$ cat config.mk
export PLATFORM = sky130hd
export DESIGN_NAME = ini_line_tokenizer_top
export DESIGN_NICKNAME = d
export VERILOG_FILES = /design/src/rtl/ilt_pkg.sv /design/src/rtl/ini_line_tokenizer_top.sv /design/src/rtl/ilt_front.sv /design/src/rtl/ilt_cmd_fifo.sv /design/src/rtl/ilt_back.sv
export SDC_FILE = /design/constraint.sdc
export NUM_CORES = 1
export LEC_CHECK = 0
export BUFFER_PORTS_ARGS = -buffer_cell sky130_fd_sc_hd__buf_4
export CORE_UTILIZATION = 50
export CTS_CLUSTER_DIAMETER = 30
export DETAILED_ROUTE_END_ITERATION = 7
export PLACE_DENSITY = 0.75
export REMOVE_ABC_BUFFERS = 1
export SLEW_MARGIN = 20
export SYNTH_ARGS = -nofsm -noshare
export SYNTH_HDL_FRONTEND = slang
export SYNTH_SLANG_ARGS = --single-unit
$ cat constraint.sdc
create_clock -name clk -period 3.9 [get_ports clk]
set_input_delay 0.78 -clock clk [delete_from_list [all_inputs] [get_ports clk]]
set_output_delay 0.78 -clock clk [all_outputs]
set_load 0.01 [all_outputs]
$ cat src/rtl/ilt_pkg.sv
// Shared types, codes and sizes for the INI line tokenizer.
package ilt_pkg;

  localparam int SPACE_HOLD_DEPTH = 16;
  localparam int LINE_NUMBER_BITS = 24;

  localparam int HOLD_IDX_W = (SPACE_HOLD_DEPTH > 1) ? $clog2(SPACE_HOLD_DEPTH) : 1;
  localparam int HOLD_CNT_W = $clog2(SPACE_HOLD_DEPTH + 1);

  localparam int FIFO_DEPTH = 4;
  localparam int FIFO_PTR_W = 2;

  localparam int CFG_ADDR_W = 3;
  localparam int CFG_DATA_W = 32;
  localparam logic CFG_IDX_STOP_ON_GARBAGE = 1'b0;

  typedef logic [1:0] kind_t;
  localparam kind_t KIND_SECTION = 2'd0;
  localparam kind_t KIND_KEY     = 2'd1;
  localparam kind_t KIND_VALUE   = 2'd2;
  localparam kind_t KIND_STATUS  = 2'd3;

  typedef logic [2:0] status_t;
  localparam status_t ST_SKIPPED  = 3'd0;
  localparam status_t ST_SECTION  = 3'd1;
  localparam status_t ST_KEY_VAL  = 3'd2;
  localparam status_t ST_GARBAGE  = 3'd3;
  localparam status_t ST_OVERFLOW = 3'd4;

  // At most one command per accepted byte: optional hold write, then flush of held
  // whitespace, then at most one text byte, then at most one line status.
  typedef struct packed {
    logic                        hold_v;
    logic [HOLD_IDX_W-1:0]       hold_idx;
    logic [HOLD_CNT_W-1:0]       flush_n;
    kind_t                       flush_kind;
    logic                        emit_v;
    kind_t                       emit_kind;
    logic [7:0]                  text;
    logic                        status_v;
    status_t                     status;
    logic [LINE_NUMBER_BITS-1:0] line_num;
  } cmd_t;

endpackage

$ cat src/rtl/ini_line_tokenizer_top.sv
// A byte's command passes through the command queue and the sequencer into the output register.
// Throughput: one byte per cycle while each byte gives at most one result and out_ready
//   stays high; a byte that flushes n held whitespace bytes gives n+1 or n+2 results,
//   and the 4-entry command queue absorbs that until it fills, then in_ready drops.
// Reset (rst_n low, synchronous): line phase, counters, queue and output valid clear;
//   stop_on_garbage returns to 1; the whitespace hold buffer is not cleared.
module ini_line_tokenizer_top (
  input  logic                                 clk,
  input  logic                                 rst_n,
  input  logic                                 in_valid,
  output logic                                 in_ready,
  input  logic [7:0]                           in_text_byte,
  input  logic                                 in_end_of_input,
  output logic                                 out_valid,
  input  logic                                 out_ready,
  output logic [1:0]                           out_kind,
  output logic [7:0]                           out_data_byte,
  output logic [2:0]                           out_line_status,
  output logic [ilt_pkg::LINE_NUMBER_BITS-1:0] out_line_number,
  output logic                                 out_last_of_run,
  input  logic                                 cfg_psel,
  input  logic                                 cfg_penable,
  input  logic                                 cfg_pwrite,
  input  logic [ilt_pkg::CFG_ADDR_W-1:0]       cfg_paddr,
  input  logic [ilt_pkg::CFG_DATA_W-1:0]       cfg_pwdata,
  output logic [ilt_pkg::CFG_DATA_W-1:0]       cfg_prdata,
  output logic                                 cfg_pready
);
  import ilt_pkg::*;

  logic stop_on_garbage_r;
  logic cfg_hit;
  logic fifo_push;
  logic fifo_full;
  logic fifo_pop;
  logic fifo_empty;
  cmd_t push_cmd;
  cmd_t fifo_head;

  // word-aligned decode: byte offset bits are ignored
  assign cfg_hit    = cfg_paddr[CFG_ADDR_W-1:2] == CFG_IDX_STOP_ON_GARBAGE;
  assign cfg_pready = 1'b1;
  assign cfg_prdata = cfg_hit ? {{(CFG_DATA_W-1){1'b0}}, stop_on_garbage_r} : '0;

  always_ff @(posedge clk) begin
    if (!rst_n) begin
      stop_on_garbage_r <= 1'b1;
    end else if (cfg_psel && cfg_penable && cfg_pwrite && cfg_pready && cfg_hit) begin
      stop_on_garbage_r <= cfg_pwdata[0];
    end
  end

  ilt_front u_front (
    .clk             (clk),
    .rst_n           (rst_n),
    .in_valid        (in_valid),
    .in_ready        (in_ready),
    .in_text_byte    (in_text_byte),
    .in_end_of_input (in_end_of_input),
    .stop_on_garbage (stop_on_garbage_r),
    .fifo_full       (fifo_full),
    .push            (fifo_push),
    .push_cmd        (push_cmd)
  );

  ilt_cmd_fifo u_fifo (
    .clk      (clk),
    .rst_n    (rst_n),
    .push     (fifo_push),
    .push_cmd (push_cmd),
    .full     (fifo_full),
    .pop      (fifo_pop),
    .head     (fifo_head),
    .empty    (fifo_empty)
  );

  ilt_back u_back (
    .clk             (clk),
    .rst_n           (rst_n),
    .fifo_empty      (fifo_empty),
    .fifo_head       (fifo_head),
    .fifo_pop        (fifo_pop),
    .out_valid       (out_valid),
    .out_ready       (out_ready),
    .out_kind        (out_kind),
    .out_data_byte   (out_data_byte),
    .out_line_status (out_line_status),
    .out_line_number (out_line_number),
    .out_last_of_run (out_last_of_run)
  );

endmodule

$ cat src/rtl/ilt_front.sv
// Front end: accepts text bytes, tracks the line phase and issues commands.
module ilt_front (
  input  logic          clk,
  input  logic          rst_n,
  input  logic          in_valid,
  output logic          in_ready,
  input  logic [7:0]    in_text_byte,
  input  logic          in_end_of_input,
  input  logic          stop_on_garbage,
  input  logic          fifo_full,
  output logic          push,
  output ilt_pkg::cmd_t push_cmd
);
  import ilt_pkg::*;

  localparam logic [7:0] CH_LF     = 8'h0A;
  localparam logic [7:0] CH_SEMI   = 8'h3B;
  localparam logic [7:0] CH_HASH   = 8'h23;
  localparam logic [7:0] CH_LBRACK = 8'h5B;
  localparam logic [7:0] CH_RBRACK = 8'h5D;
  localparam logic [7:0] CH_EQ     = 8'h3D;
  localparam logic [7:0] CH_COMMA  = 8'h2C;
  localparam logic [7:0] CH_BAR    = 8'h7C;
  localparam logic [7:0] CH_SLASH  = 8'h2F;
  localparam logic [7:0] CH_BSLASH = 8'h5C;

  typedef enum logic [3:0] {
    PH_LINE_START,
    PH_SKIP,
    PH_SECTION,
    PH_SECTION_DONE,
    PH_KEY,
    PH_VALUE_START,
    PH_VALUE,
    PH_GARBAGE,
    PH_OVERFLOW,
    PH_HALTED
  } phase_t;

  function automatic logic is_ws(input logic [7:0] b);
    return b == 8'h20 || b == 8'h09 || b == 8'h0B || b == 8'h0C || b == 8'h0D;
  endfunction

  function automatic logic is_key_garbage(input logic [7:0] b);
    return b == CH_COMMA || b == CH_BAR || b == CH_SLASH || b == CH_BSLASH;
  endfunction

  phase_t                      phase_r, phase_nxt;
  logic [HOLD_CNT_W-1:0]       cnt_r, cnt_nxt;
  logic [LINE_NUMBER_BITS-1:0] line_r, line_nxt;
  cmd_t                        cmd;
  logic                        accept;

  assign in_ready = !fifo_full;
  assign accept   = in_valid && in_ready;

  always_comb begin
    phase_t                      mid;
    logic                        ws;
    logic                        do_hold;
    logic                        do_flush;
    logic [7:0]                  b;
    logic [LINE_NUMBER_BITS-1:0] ln;
    status_t                     st;

    b         = in_text_byte;
    ws        = is_ws(b);
    do_hold   = 1'b0;
    do_flush  = 1'b0;
    mid       = phase_r;
    cnt_nxt   = cnt_r;
    line_nxt  = line_r;
    phase_nxt = phase_r;
    st        = ST_SKIPPED;
    ln        = line_r;
    cmd       = '0;
    cmd.text  = b;

    if (phase_r != PH_HALTED) begin
      if (b != CH_LF) begin
        unique case (phase_r)
          PH_LINE_START: begin
            if (!ws) begin
              if (b == CH_SEMI || b == CH_HASH) begin
                mid = PH_SKIP;
              end else if (b == CH_LBRACK) begin
                mid = PH_SECTION;
              end else if (b == CH_EQ) begin
                mid = PH_VALUE_START;
              end else if (is_key_garbage(b)) begin
                mid = PH_GARBAGE;
              end else begin
                cmd.emit_v    = 1'b1;
                cmd.emit_kind = KIND_KEY;
                mid           = PH_KEY;
              end
            end
          end
          PH_SECTION: begin
            if (b == CH_RBRACK) begin
              mid = PH_SECTION_DONE;
            end else begin
              cmd.emit_v    = 1'b1;
              cmd.emit_kind = KIND_SECTION;
            end
          end
          PH_KEY: begin
            if (b == CH_EQ) begin
              cnt_nxt = '0;
              mid     = PH_VALUE_START;
            end else if (is_key_garbage(b)) begin
              cnt_nxt = '0;
              mid     = PH_GARBAGE;
            end else if (ws) begin
              do_hold = 1'b1;
            end else begin
              do_flush = 1'b1;
            end
          end
          PH_VALUE_START: begin
            if (!ws) begin
              cmd.emit_v    = 1'b1;
              cmd.emit_kind = KIND_VALUE;
              mid           = PH_VALUE;
            end
          end
          PH_VALUE: begin
            if (ws) begin
              do_hold = 1'b1;
            end else begin
              do_flush = 1'b1;
            end
          end
          default: ;
        endcase

        // held whitespace goes out ahead of the text byte that ends the run
        if (do_flush) begin
          cmd.flush_n    = cnt_r;
          cmd.flush_kind = (phase_r == PH_KEY) ? KIND_KEY : KIND_VALUE;
          cmd.emit_v     = 1'b1;
          cmd.emit_kind  = (phase_r == PH_KEY) ? KIND_KEY : KIND_VALUE;
          cnt_nxt        = '0;
        end

        // a full hold buffer drops the run and the rest of the line
        if (do_hold) begin
          if (cnt_r == HOLD_CNT_W'(SPACE_HOLD_DEPTH)) begin
            cnt_nxt = '0;
            mid     = PH_OVERFLOW;
          end else begin
            cmd.hold_v   = 1'b1;
            cmd.hold_idx = cnt_r[HOLD_IDX_W-1:0];
            cnt_nxt      = cnt_r + HOLD_CNT_W'(1);
          end
        end
      end

      if (b == CH_LF || in_end_of_input) begin
        unique case (mid) inside
          PH_SECTION_DONE:                st = ST_SECTION;
          PH_VALUE_START, PH_VALUE:       st = ST_KEY_VAL;
          PH_SECTION, PH_KEY, PH_GARBAGE: st = ST_GARBAGE;
          PH_OVERFLOW:                    st = ST_OVERFLOW;
          default:                        st = ST_SKIPPED;
        endcase
        ln           = (line_r == '1) ? line_r : line_r + LINE_NUMBER_BITS'(1);
        cmd.status_v = 1'b1;
        cmd.status   = st;
        cmd.line_num = ln;
        cnt_nxt      = '0;
        phase_nxt    = (st == ST_GARBAGE && stop_on_garbage) ? PH_HALTED : PH_LINE_START;
      end else begin
        phase_nxt = mid;
      end

      // end of input restarts numbering for the next stream
      line_nxt = in_end_of_input ? '0 : ln;
    end
  end

  assign push     = accept && (cmd.hold_v || cmd.flush_n != '0 || cmd.emit_v || cmd.status_v);
  assign push_cmd = cmd;

  always_ff @(posedge clk) begin
    if (!rst_n) begin
      phase_r <= PH_LINE_START;
      cnt_r   <= '0;
      line_r  <= '0;
    end else if (accept) begin
      phase_r <= phase_nxt;
      cnt_r   <= cnt_nxt;
      line_r  <= line_nxt;
    end
  end

endmodule

$ cat src/rtl/ilt_cmd_fifo.sv
// Command queue between the front end and the result sequencer.
module ilt_cmd_fifo (
  input  logic          clk,
  input  logic          rst_n,
  input  logic          push,
  input  ilt_pkg::cmd_t push_cmd,
  output logic          full,
  input  logic          pop,
  output ilt_pkg::cmd_t head,
  output logic          empty
);
  import ilt_pkg::*;

  cmd_t                  mem_r [FIFO_DEPTH];
  logic [FIFO_PTR_W-1:0] wr_ptr_r;
  logic [FIFO_PTR_W-1:0] rd_ptr_r;
  logic [FIFO_PTR_W:0]   count_r;

  assign full  = count_r == (FIFO_PTR_W + 1)'(FIFO_DEPTH);
  assign empty = count_r == '0;
  assign head  = mem_r[rd_ptr_r];

  always_ff @(posedge clk) begin
    if (!rst_n) begin
      wr_ptr_r <= '0;
      rd_ptr_r <= '0;
      count_r  <= '0;
    end else begin
      if (push) wr_ptr_r <= wr_ptr_r + FIFO_PTR_W'(1);
      if (pop)  rd_ptr_r <= rd_ptr_r + FIFO_PTR_W'(1);
      case ({push, pop})
        2'b10:   count_r <= count_r + (FIFO_PTR_W + 1)'(1);
        2'b01:   count_r <= count_r - (FIFO_PTR_W + 1)'(1);
        default: count_r <= count_r;
      endcase
    end
  end

  always_ff @(posedge clk) begin
    if (push) mem_r[wr_ptr_r] <= push_cmd;
  end

  a_push_needs_room: assert property (@(posedge clk) disable iff (!rst_n)
    push |-> !full) else $error("command pushed into full queue");

endmodule

$ cat src/rtl/ilt_back.sv
// Back end: holds whitespace, expands commands into results, drives the output register.
module ilt_back (
  input  logic                                 clk,
  input  logic                                 rst_n,
  input  logic                                 fifo_empty,
  input  ilt_pkg::cmd_t                        fifo_head,
  output logic                                 fifo_pop,
  output logic                                 out_valid,
  input  logic                                 out_ready,
  output ilt_pkg::kind_t                       out_kind,
  output logic [7:0]                           out_data_byte,
  output ilt_pkg::status_t                     out_line_status,
  output logic [ilt_pkg::LINE_NUMBER_BITS-1:0] out_line_number,
  output logic                                 out_last_of_run
);
  import ilt_pkg::*;

  logic [7:0]                  hold_buf_r [SPACE_HOLD_DEPTH];
  cmd_t                        cur_r, cur_nxt;
  logic                        cur_v_r, cur_v_nxt;
  logic [HOLD_CNT_W-1:0]       idx_r, idx_nxt;

  logic                        out_valid_r;
  kind_t                       out_kind_r;
  logic [7:0]                  out_data_r;
  status_t                     out_status_r;
  logic [LINE_NUMBER_BITS-1:0] out_line_r;
  logic                        out_last_r;

  logic                        can_load;
  logic                        in_flush;
  logic                        step;
  logic                        done;
  kind_t                       res_kind;
  logic [7:0]                  res_data;
  status_t                     res_status;
  logic [LINE_NUMBER_BITS-1:0] res_line;
  logic                        res_last;

  assign can_load = !out_valid_r || out_ready;
  assign in_flush = idx_r < cur_r.flush_n;
  assign step     = cur_v_r && can_load;
  assign done     = step && res_last;
  assign fifo_pop = !fifo_empty && (!cur_v_r || done);

  always_comb begin
    res_kind   = KIND_STATUS;
    res_data   = '0;
    res_status = ST_SKIPPED;
    res_line   = '0;
    res_last   = 1'b1;
    if (in_flush) begin
      res_kind = cur_r.flush_kind;
      res_data = hold_buf_r[idx_r[HOLD_IDX_W-1:0]];
      res_last = (idx_r + HOLD_CNT_W'(1)) == cur_r.flush_n &&
                 !cur_r.emit_v && !cur_r.status_v;
    end else if (cur_r.emit_v) begin
      res_kind = cur_r.emit_kind;
      res_data = cur_r.text;
      res_last = !cur_r.status_v;
    end else begin
      res_status = cur_r.status;
      res_line   = cur_r.line_num;
    end
  end

  always_comb begin
    cur_nxt   = cur_r;
    cur_v_nxt = cur_v_r;
    idx_nxt   = idx_r;
    if (step) begin
      if (in_flush) begin
        idx_nxt = idx_r + HOLD_CNT_W'(1);
      end else if (cur_r.emit_v) begin
        cur_nxt.emit_v = 1'b0;
      end
    end
    if (done) begin
      cur_v_nxt = 1'b0;
      idx_nxt   = '0;
    end
    // hold-only commands finish at pop and never occupy the sequencer
    if (fifo_pop) begin
      cur_nxt   = fifo_head;
      cur_v_nxt = fifo_head.flush_n != '0 || fifo_head.emit_v || fifo_head.status_v;
      idx_nxt   = '0;
    end
  end

  always_ff @(posedge clk) begin
    if (!rst_n) begin
      cur_v_r     <= 1'b0;
      idx_r       <= '0;
      out_valid_r <= 1'b0;
    end else begin
      cur_v_r <= cur_v_nxt;
      idx_r   <= idx_nxt;
      if (step) begin
        out_valid_r <= 1'b1;
      end else if (out_ready) begin
        out_valid_r <= 1'b0;
      end
    end
  end

  always_ff @(posedge clk) begin
    cur_r <= cur_nxt;
    if (step) begin
      out_kind_r   <= res_kind;
      out_data_r   <= res_data;
      out_status_r <= res_status;
      out_line_r   <= res_line;
      out_last_r   <= res_last;
    end
  end

  always_ff @(posedge clk) begin
    if (fifo_pop && fifo_head.hold_v) hold_buf_r[fifo_head.hold_idx] <= fifo_head.text;
  end

  assign out_valid       = out_valid_r;
  assign out_kind        = out_kind_r;
  assign out_data_byte   = out_data_r;
  assign out_line_status = out_status_r;
  assign out_line_number = out_line_r;
  assign out_last_of_run = out_last_r;

  a_cur_has_work: assert property (@(posedge clk) disable iff (!rst_n)
    cur_v_r |-> (cur_r.flush_n != '0 || cur_r.emit_v || cur_r.status_v))
    else $error("sequencer busy with an empty command");

  a_idx_in_range: assert property (@(posedge clk) disable iff (!rst_n)
    cur_v_r |-> idx_r <= cur_r.flush_n)
    else $error("flush index ran past held count");

  a_status_closes_run: assert property (@(posedge clk) disable iff (!rst_n)
    (out_valid_r && out_kind_r == KIND_STATUS) |-> out_last_r)
    else $error("line status not marked last of run");

endmodule

# Yosys cells after proc, flatten, opt, wreduce, memory -nomap -nowiden
# Memory sizes are Yosys's and may differ from the RTL's. A register that Yosys moved wholly into a read port is not among the register bits.
# Cells that the tools add are included.
[word_totals] reg_bits=132 ramBits=332 inputBits=51 out_inout_bits=73 elab_cells=207 mem_count=2
[mem_list] name="u_fifo.mem_r" words=4 width=51 rd=1 rd_ports_with_merged_regs=1 write_ports=1 line_no="ilt_cmd_fifo.sv:14" source="cmd_t mem_r [FIFO_DEPTH];"
[mem_list] name="u_back.hold_buf_r" words=16 width=8 rd=1 rd_ports_with_merged_regs=1 write_ports=1 line_no="ilt_back.sv:18" source="logic [7:0] hold_buf_r [SPACE_HOLD_DEPTH];"
[classes] addsub=7 magnitude_cmp=1 eq_ne=36 muxes=81 bitwise_logic=2 reduce_logical=55
[ops] op="$mux W24" count=3
[ops] op="$mux W4" count=16
[ops] op="$mux W28" count=2
[ops] op="$mux W5" count=10
[ops] op="$eq A8 B6 Y1 const B" count=6
[ops] op="$eq A8 B4 Y1 const B" count=5
[ops] op="$mux W39" count=1
[ops] op="$eq A8 B7 Y1 const B" count=4
[ops] op="$mux W15" count=2
[ops] op="$eq A4 B3 Y1 const B" count=7
[ops] op="$mux W3" count=9
[ops] op="$add A24 B1 Y24 const B" count=1
[ops] op="$eq A24 B24 Y1 const B" count=1
[ops] op="$mux W1" count=23
[ops] op="$logic_or A1 B1 Y1" count=16
[ops] op="$mux W8" count=2
[ops] op="$pmux W4 S4" count=1
[ops] op="$reduce_bool A5 Y1" count=3
[ops] op="$eq A4 B2 Y1 const B" count=3
[ops] op="$logic_and A1 B1 Y1" count=12
[ops] op="$mux W2" count=6
[ops] op="$pmux W3 S4" count=1
[ops] op="$reduce_bool A2 Y1" count=6
[ops] op="$add A5 B1 Y5 const B" count=2
[ops] op="other kinds (28)" count=40

# Logic depth before layout (Yosys ltp)
[logic_depth] depth_word=25 ltp_mapped=16 mapped_depth_nobuf=15

# Cells and area by module
# From an unflattened synthesis, not the netlist that was laid out.
[unflattened] hier_cells=1208 area_unflattened_um2=19774.0
[by_module_without_submodules] mod="ilt_back" n_inst=1 cells_each=443 area_per_inst_um2=8615.8
[by_module_without_submodules] mod="ilt_cmd_fifo" n_inst=1 cells_each=313 area_per_inst_um2=7868.8
[by_module_without_submodules] mod="ilt_front" n_inst=1 cells_each=412 area_per_inst_um2=2969.1
[by_module_without_submodules] mod="ini_line_tokenizer_top" n_inst=1 cells_each=40 area_per_inst_um2=320.3

# Worst setup path before layout
# No wires, ideal clock.
[synth_path] path_type="register to register" from="register u_back.cur_r[42] (netlist bit)" to="register u_fifo.count_r[2]" setup_time_ps=70 t_arrival_ps=4262 path_slack_ps=-432 path_stages_with_launch=17 n_path_buf=1 period_less_slack_ps=4332 path_cell_list="edfxtp_1 > inv_1 > ha_1 > nor2b_1 > o21ai_0 > a21oi_1 > o21bai_1 > a211o_1 > a21o_1 > clkbuf_1 > inv_1 > ha_1 > inv_1 > fa_1 > xor2_1 > or3_1 > a21oi_1"
[synth_between] elab_chain_cells=9 elab_cells_between_ends=12 classes_between="1 x order compare; 3 x eq/ne; 2 x mux; 6 x reduce/logical"
[synth_rtl] item="start, declared" line_no="ilt_back.sv:19" source="cmd_t cur_r, cur_nxt;"
[synth_rtl] item="start signal, assigned" line_no="ilt_back.sv:107" source="cur_r <= cur_nxt;"
[synth_rtl] item="branches (longest 3 deep; another with $lt A5 B5 Y1)"
[synth_rtl] item="$mux W1 *" line_no="ilt_back.sv:52" source="if (in_flush) begin"
[synth_rtl] item="$logic_and A1 B1 Y1 *" line_no="ilt_back.sv:43" source="assign done = step && res_last;"
[synth_rtl] item="$logic_or A1 B1 Y1 *" line_no="ilt_back.sv:44" source="assign fifo_pop = !fifo_empty && (!cur_v_r || done);"
[synth_rtl] item="$logic_and A1 B1 Y1 *" line_no="ilt_back.sv:44"
[synth_rtl] item="named net fifo_pop" line_no="ini_line_tokenizer_top.sv:35" source="logic fifo_pop;"
[synth_rtl] item="$eq A2 B1 Y1 / $eq A2 B2 Y1 (equally long branches)" line_no="ilt_cmd_fifo.sv:31" source="case ({push, pop})"
[synth_rtl] item="$pmux W3 S2 / $reduce_bool A2 Y1 (equally long branches)"
[synth_rtl] item="end signal, assigned" line_no="ilt_cmd_fifo.sv:32" source="2'b10: count_r <= count_r + (FIFO_PTR_W + 1)'(1);"
[synth_rtl] item="end signal, assigned" line_no="ilt_cmd_fifo.sv:33" source="2'b01: count_r <= count_r - (FIFO_PTR_W + 1)'(1);"
[synth_rtl] item="end signal, assigned" line_no="ilt_cmd_fifo.sv:34" source="default: count_r <= count_r;"
[synth_rtl] item="end, declared" line_no="ilt_cmd_fifo.sv:17" source="logic [FIFO_PTR_W:0] count_r;"
# Mark *: on every way through the listed nets, which the timed path passes.
# A chain may end at the register's enable or synchronous reset.

# Worst setup path after layout
# Same ends and word-level chain as after synthesis.

==> flow_metrics.env <==
export IMPL_status="complete, no violations"
export IMPL_diodes=0
export IMPL_antenna_found_initial=0
export IMPL_relSlewSlack_pct=27.9
export IMPL_drive_gt1_share_pct=25.4
export IMPL_instances_no_fill=1903
export IMPL_cts_buffers=79
export IMPL_setup_slack_ns=0.368
export IMPL_grt_setup_unrepaired="no"
export IMPL_hold_depth=3
export IMPL_hp_class="in -> reg"
export IMPL_power_ir_vdd_worst_mv=0.409
export IMPL_synth_cell_types=68
export IMPL_hold_start="cfg_pwdata[0]"
export IMPL_initial_core_util_pct=51.0
export IMPL_grt_overflow=0
export IMPL_ctsResizeCount=0
export IMPL_synthArstFlopShare_pct=0
export IMPL_rrSetupSlack_ns=0.37
export IMPL_place_gp_congestion=0.871
export IMPL_yosysWarnings=0
export IMPL_area_growth_pct=20.3
export IMPL_cts_sinks=470
export IMPL_dieHeight_um=199
export IMPL_ios=124
export IMPL_synth_top_area_share_pct=64.7
export IMPL_synth_seq_area_share_pct=70.3
export IMPL_synth_edf_count=416
export IMPL_grt_use_total_pct=20.5
export IMPL_ys_ff_latch=470
export IMPL_hold_viol_final=0
export IMPL_setup_tns_final_ns=0
export IMPL_first_pass_iters=6
export IMPL_p_per_area_mw_per_mm2=761
export IMPL_synth_ff_type="edfxtp_1"
export IMPL_setup_violations=0
export IMPL_leakage_nw=8.02
export IMPL_hold_worst_slack_ns=0.417
export IMPL_grt_busiest_layer="met2"
export IMPL_synthCells=1197
export IMPL_met2_usage_pct=32.6
export IMPL_cts_tree="built"
export IMPL_postCtsSetupRepairBufs=0
export IMPL_path_max_fanout=5
export IMPL_die_area_mm2=0.0394
export IMPL_fin_skew_ns=0.0236
export IMPL_start_kind="flop"
export IMPL_worst_slew_pin_transition_ns=1.08
export IMPL_final_nets=1397
export IMPL_placed_cell_area_mm2=0.0205
export IMPL_port_buffers=58
export IMPL_cts_clk_slew_worst_paths_ns=0.05
export IMPL_r2r_start="u_back.cur_r[42]"
export IMPL_netlist_area_mm2=0.0193
export IMPL_crit_type="reg -> reg"
export IMPL_hpwl_um=23100
export IMPL_yosys_area_top_type="edfxtp_1"
export IMPL_final_area_mm2=0.0232
export IMPL_vias_per_cell=5.73
export IMPL_max_freq_mhz=283
export IMPL_crit_required_ns=4.38
export IMPL_wl_um=38800
export IMPL_drv_cap=0
export IMPL_period_needed_ns=3.53
export IMPL_vias=10900
export IMPL_ant_nets=0
export IMPL_grt_max_degree=46
export IMPL_hold_end="stop_on_garbage_r"
export IMPL_synthTopCellsByArea="edfxtp_1 (65%), mux4_2 (10%), dfxtp_1 (5.6%)"
export IMPL_cts_hold_buf=0
export IMPL_clock_tree_buffer_depth=3
export IMPL_r2r_cells=15
export IMPL_use_met1_pct=28.2
export IMPL_die_w_um=199
export IMPL_core_area_mm2=0.0378
export IMPL_drt_wirelength_per_cell_um=20.4
export IMPL_synth_avg_cell_area_um2=16.1
export IMPL_htreeDepth=3
export IMPL_drv_slew=0
export IMPL_met3_usage_pct=4.37
export IMPL_grt_pass1_vias=11000
export IMPL_pre_cts_ws_ns=0.0259
export IMPL_r2r_end="u_fifo.count_r[2]"
export IMPL_first_iter_violations=1102
export IMPL_worstPathArrival_ns=4.01
export IMPL_finalCritPeriodShare_pct=90.6
export IMPL_grt_pass1_wl_um=61400
export IMPL_drc=0
export IMPL_row_count=71
export IMPL_dpl_cell_count=1761
export IMPL_insertion_delay_ns=0.58
export IMPL_startpoint="u_back.cur_r[42]"
export IMPL_cts_root_buf="clkbuf_16"
export IMPL_cp_end_kind="flop"
[placed cells by master, fill, tap and decap left out, types with 4 or more instances in the layout]
master,count
edfxtp_1,416
buf_4,109
mux4_2,90
nor2_1,88
clkbuf_16,84
dfxtp_1,51
nand2_1,47
a21oi_1,42
and2_1,36
o21ai_0,35
conb_1,32
nor4_1,25
inv_1,24
xor2_1,22
nand3_1,20
xnor2_1,17
nor3_1,17
or3_1,17
and3_1,17
nand4_1,16
ha_1,14
nor2b_1,11
nand2b_1,11
inv_6,9
clkinv_2,8
a31oi_1,7
bufinv_16,7
clkinvlp_4,7
clkbuf_1,6
clkbuf_8,6
clkinv_4,6
o21ai_1,5
a21o_1,4
a211oi_1,4
nor3b_1,4
mux2i_1,4
and2_2,4
clkinv_1,4
buf_12,4
[worst max-delay path, stage by stage (launching register included)]
cell	delay, ns
edfxtp_1	0.39
inv_1	0.06
ha_1	0.26
nor2b_1	0.11
o21ai_0	0.08
a21oi_1	0.37
o21bai_1	0.16
a211o_1	0.36
a21o_1	0.21
inv_2	0.09
ha_1	0.20
inv_1	0.08
fa_1	0.45
xor2_1	0.17
or3_1	0.32
a21oi_1	0.14
[metal layers]
metal	vias to the layer above	part of all wire, %
met5	-	0
met3	71	7.7
met4	0	2.1
met1	5497	42
li1	4880	-
met2	447	48
[cell usage after synthesis (3+ instances only)]
cell	number
or3_1	17
o21ai_0	35
and2_1	40
xor2_1	22
edfxtp_1	416
nand2b_1	11
nor4_1	25
a31oi_1	7
a21oi_1	42
a211o_1	3
nor2b_1	11
a211oi_1	4
xnor2_1	17
dfxtp_1	54
inv_1	27
buf_4	33
nor3_1	17
nand2_1	47
nand4_1	16
buf_1	11
o21ai_1	5
clkbuf_1	42
nor2_1	88
nand3_1	20
mux2i_1	4
ha_1	14
a21o_1	4
mux4_2	90
nand4b_1	3
nor3b_1	4
and3_1	17
[stage by stage]
stage	util (%)	power (mW)
global placement	54.1	10.6
detailed placement	54.1	10.8
CTS	61.4	17.8
floorplan	-	9.51
global route	61.4	18.4
finish	61.4	17.7
[how the worst max path moves through the flow]
stage / slack (ns) / to
2_1_floorplan: -0.57 / u_back.hold_buf_r[0][0]
3_3_place_gp: 0.08 / u_fifo.count_r[2]
3_5_place_dp: 0.03 / u_fifo.count_r[2]
4_1_cts: 0.41 / u_fifo.count_r[2]
5_1_grt: 0.14 / u_fifo.count_r[2]
6_report: 0.37 / u_fifo.count_r[2]
[sequential cells by signal, summed over array words and instances, names as in the netlist, 2 cells and up, named ones only]
register / cells
u_front.phase_r: 4
u_back.out_kind: 2
u_fifo.count_r: 3
u_back.out_data_byte: 8
u_back.cur_r: 46
u_back.hold_buf_r: 128
u_fifo.wr_ptr_r: 2
u_front.cnt_r: 5
u_front.line_r: 24
u_back.out_line_status: 3
u_back.idx_r: 5
u_fifo.mem_r: 204
u_back.out_line_number: 24
u_fifo.rd_ptr_r: 2
[power by group]
| part | total [mW] | switching [mW] | internal (mW) |
|---|---|---|---|
| clock | 6.96 | 2.42 | 4.54 |
| combinational | 3.35 | 1.97 | 1.38 |
| sequential | 7.36 | 0.431 | 6.93 |
[layout make-up]
class                           count  area [um2]
Clock buffer                       96        2210
Clock inverter                     46         532
Fill cell                        2687       14600
Inverter                           27         101
Multi-Input combinational cell    640        5270
Sequential cell                   470       13600
Tap cell                          511         639
Timing Repair Buffer              113         898
[kinds of logic (layout without fill, tap and decap cells)]
logic type                 count (synthesis)  count (layout)  share of synthesized area [%]
muxes                                     95              95                           10.8
buffers and inverters                    117             282                           3.01
adders and majority gates                 15              15                           1.01
other                                      2              32                         0.0389
AOI/OAI and AO/OA                        127             127                           4.02
and+or+nand+nor                          332             332                           9.09
xor gates and xnor gates                  39              39                           1.77
DFF                                      470             470                           70.3
(Power assumes the default switching activity.)
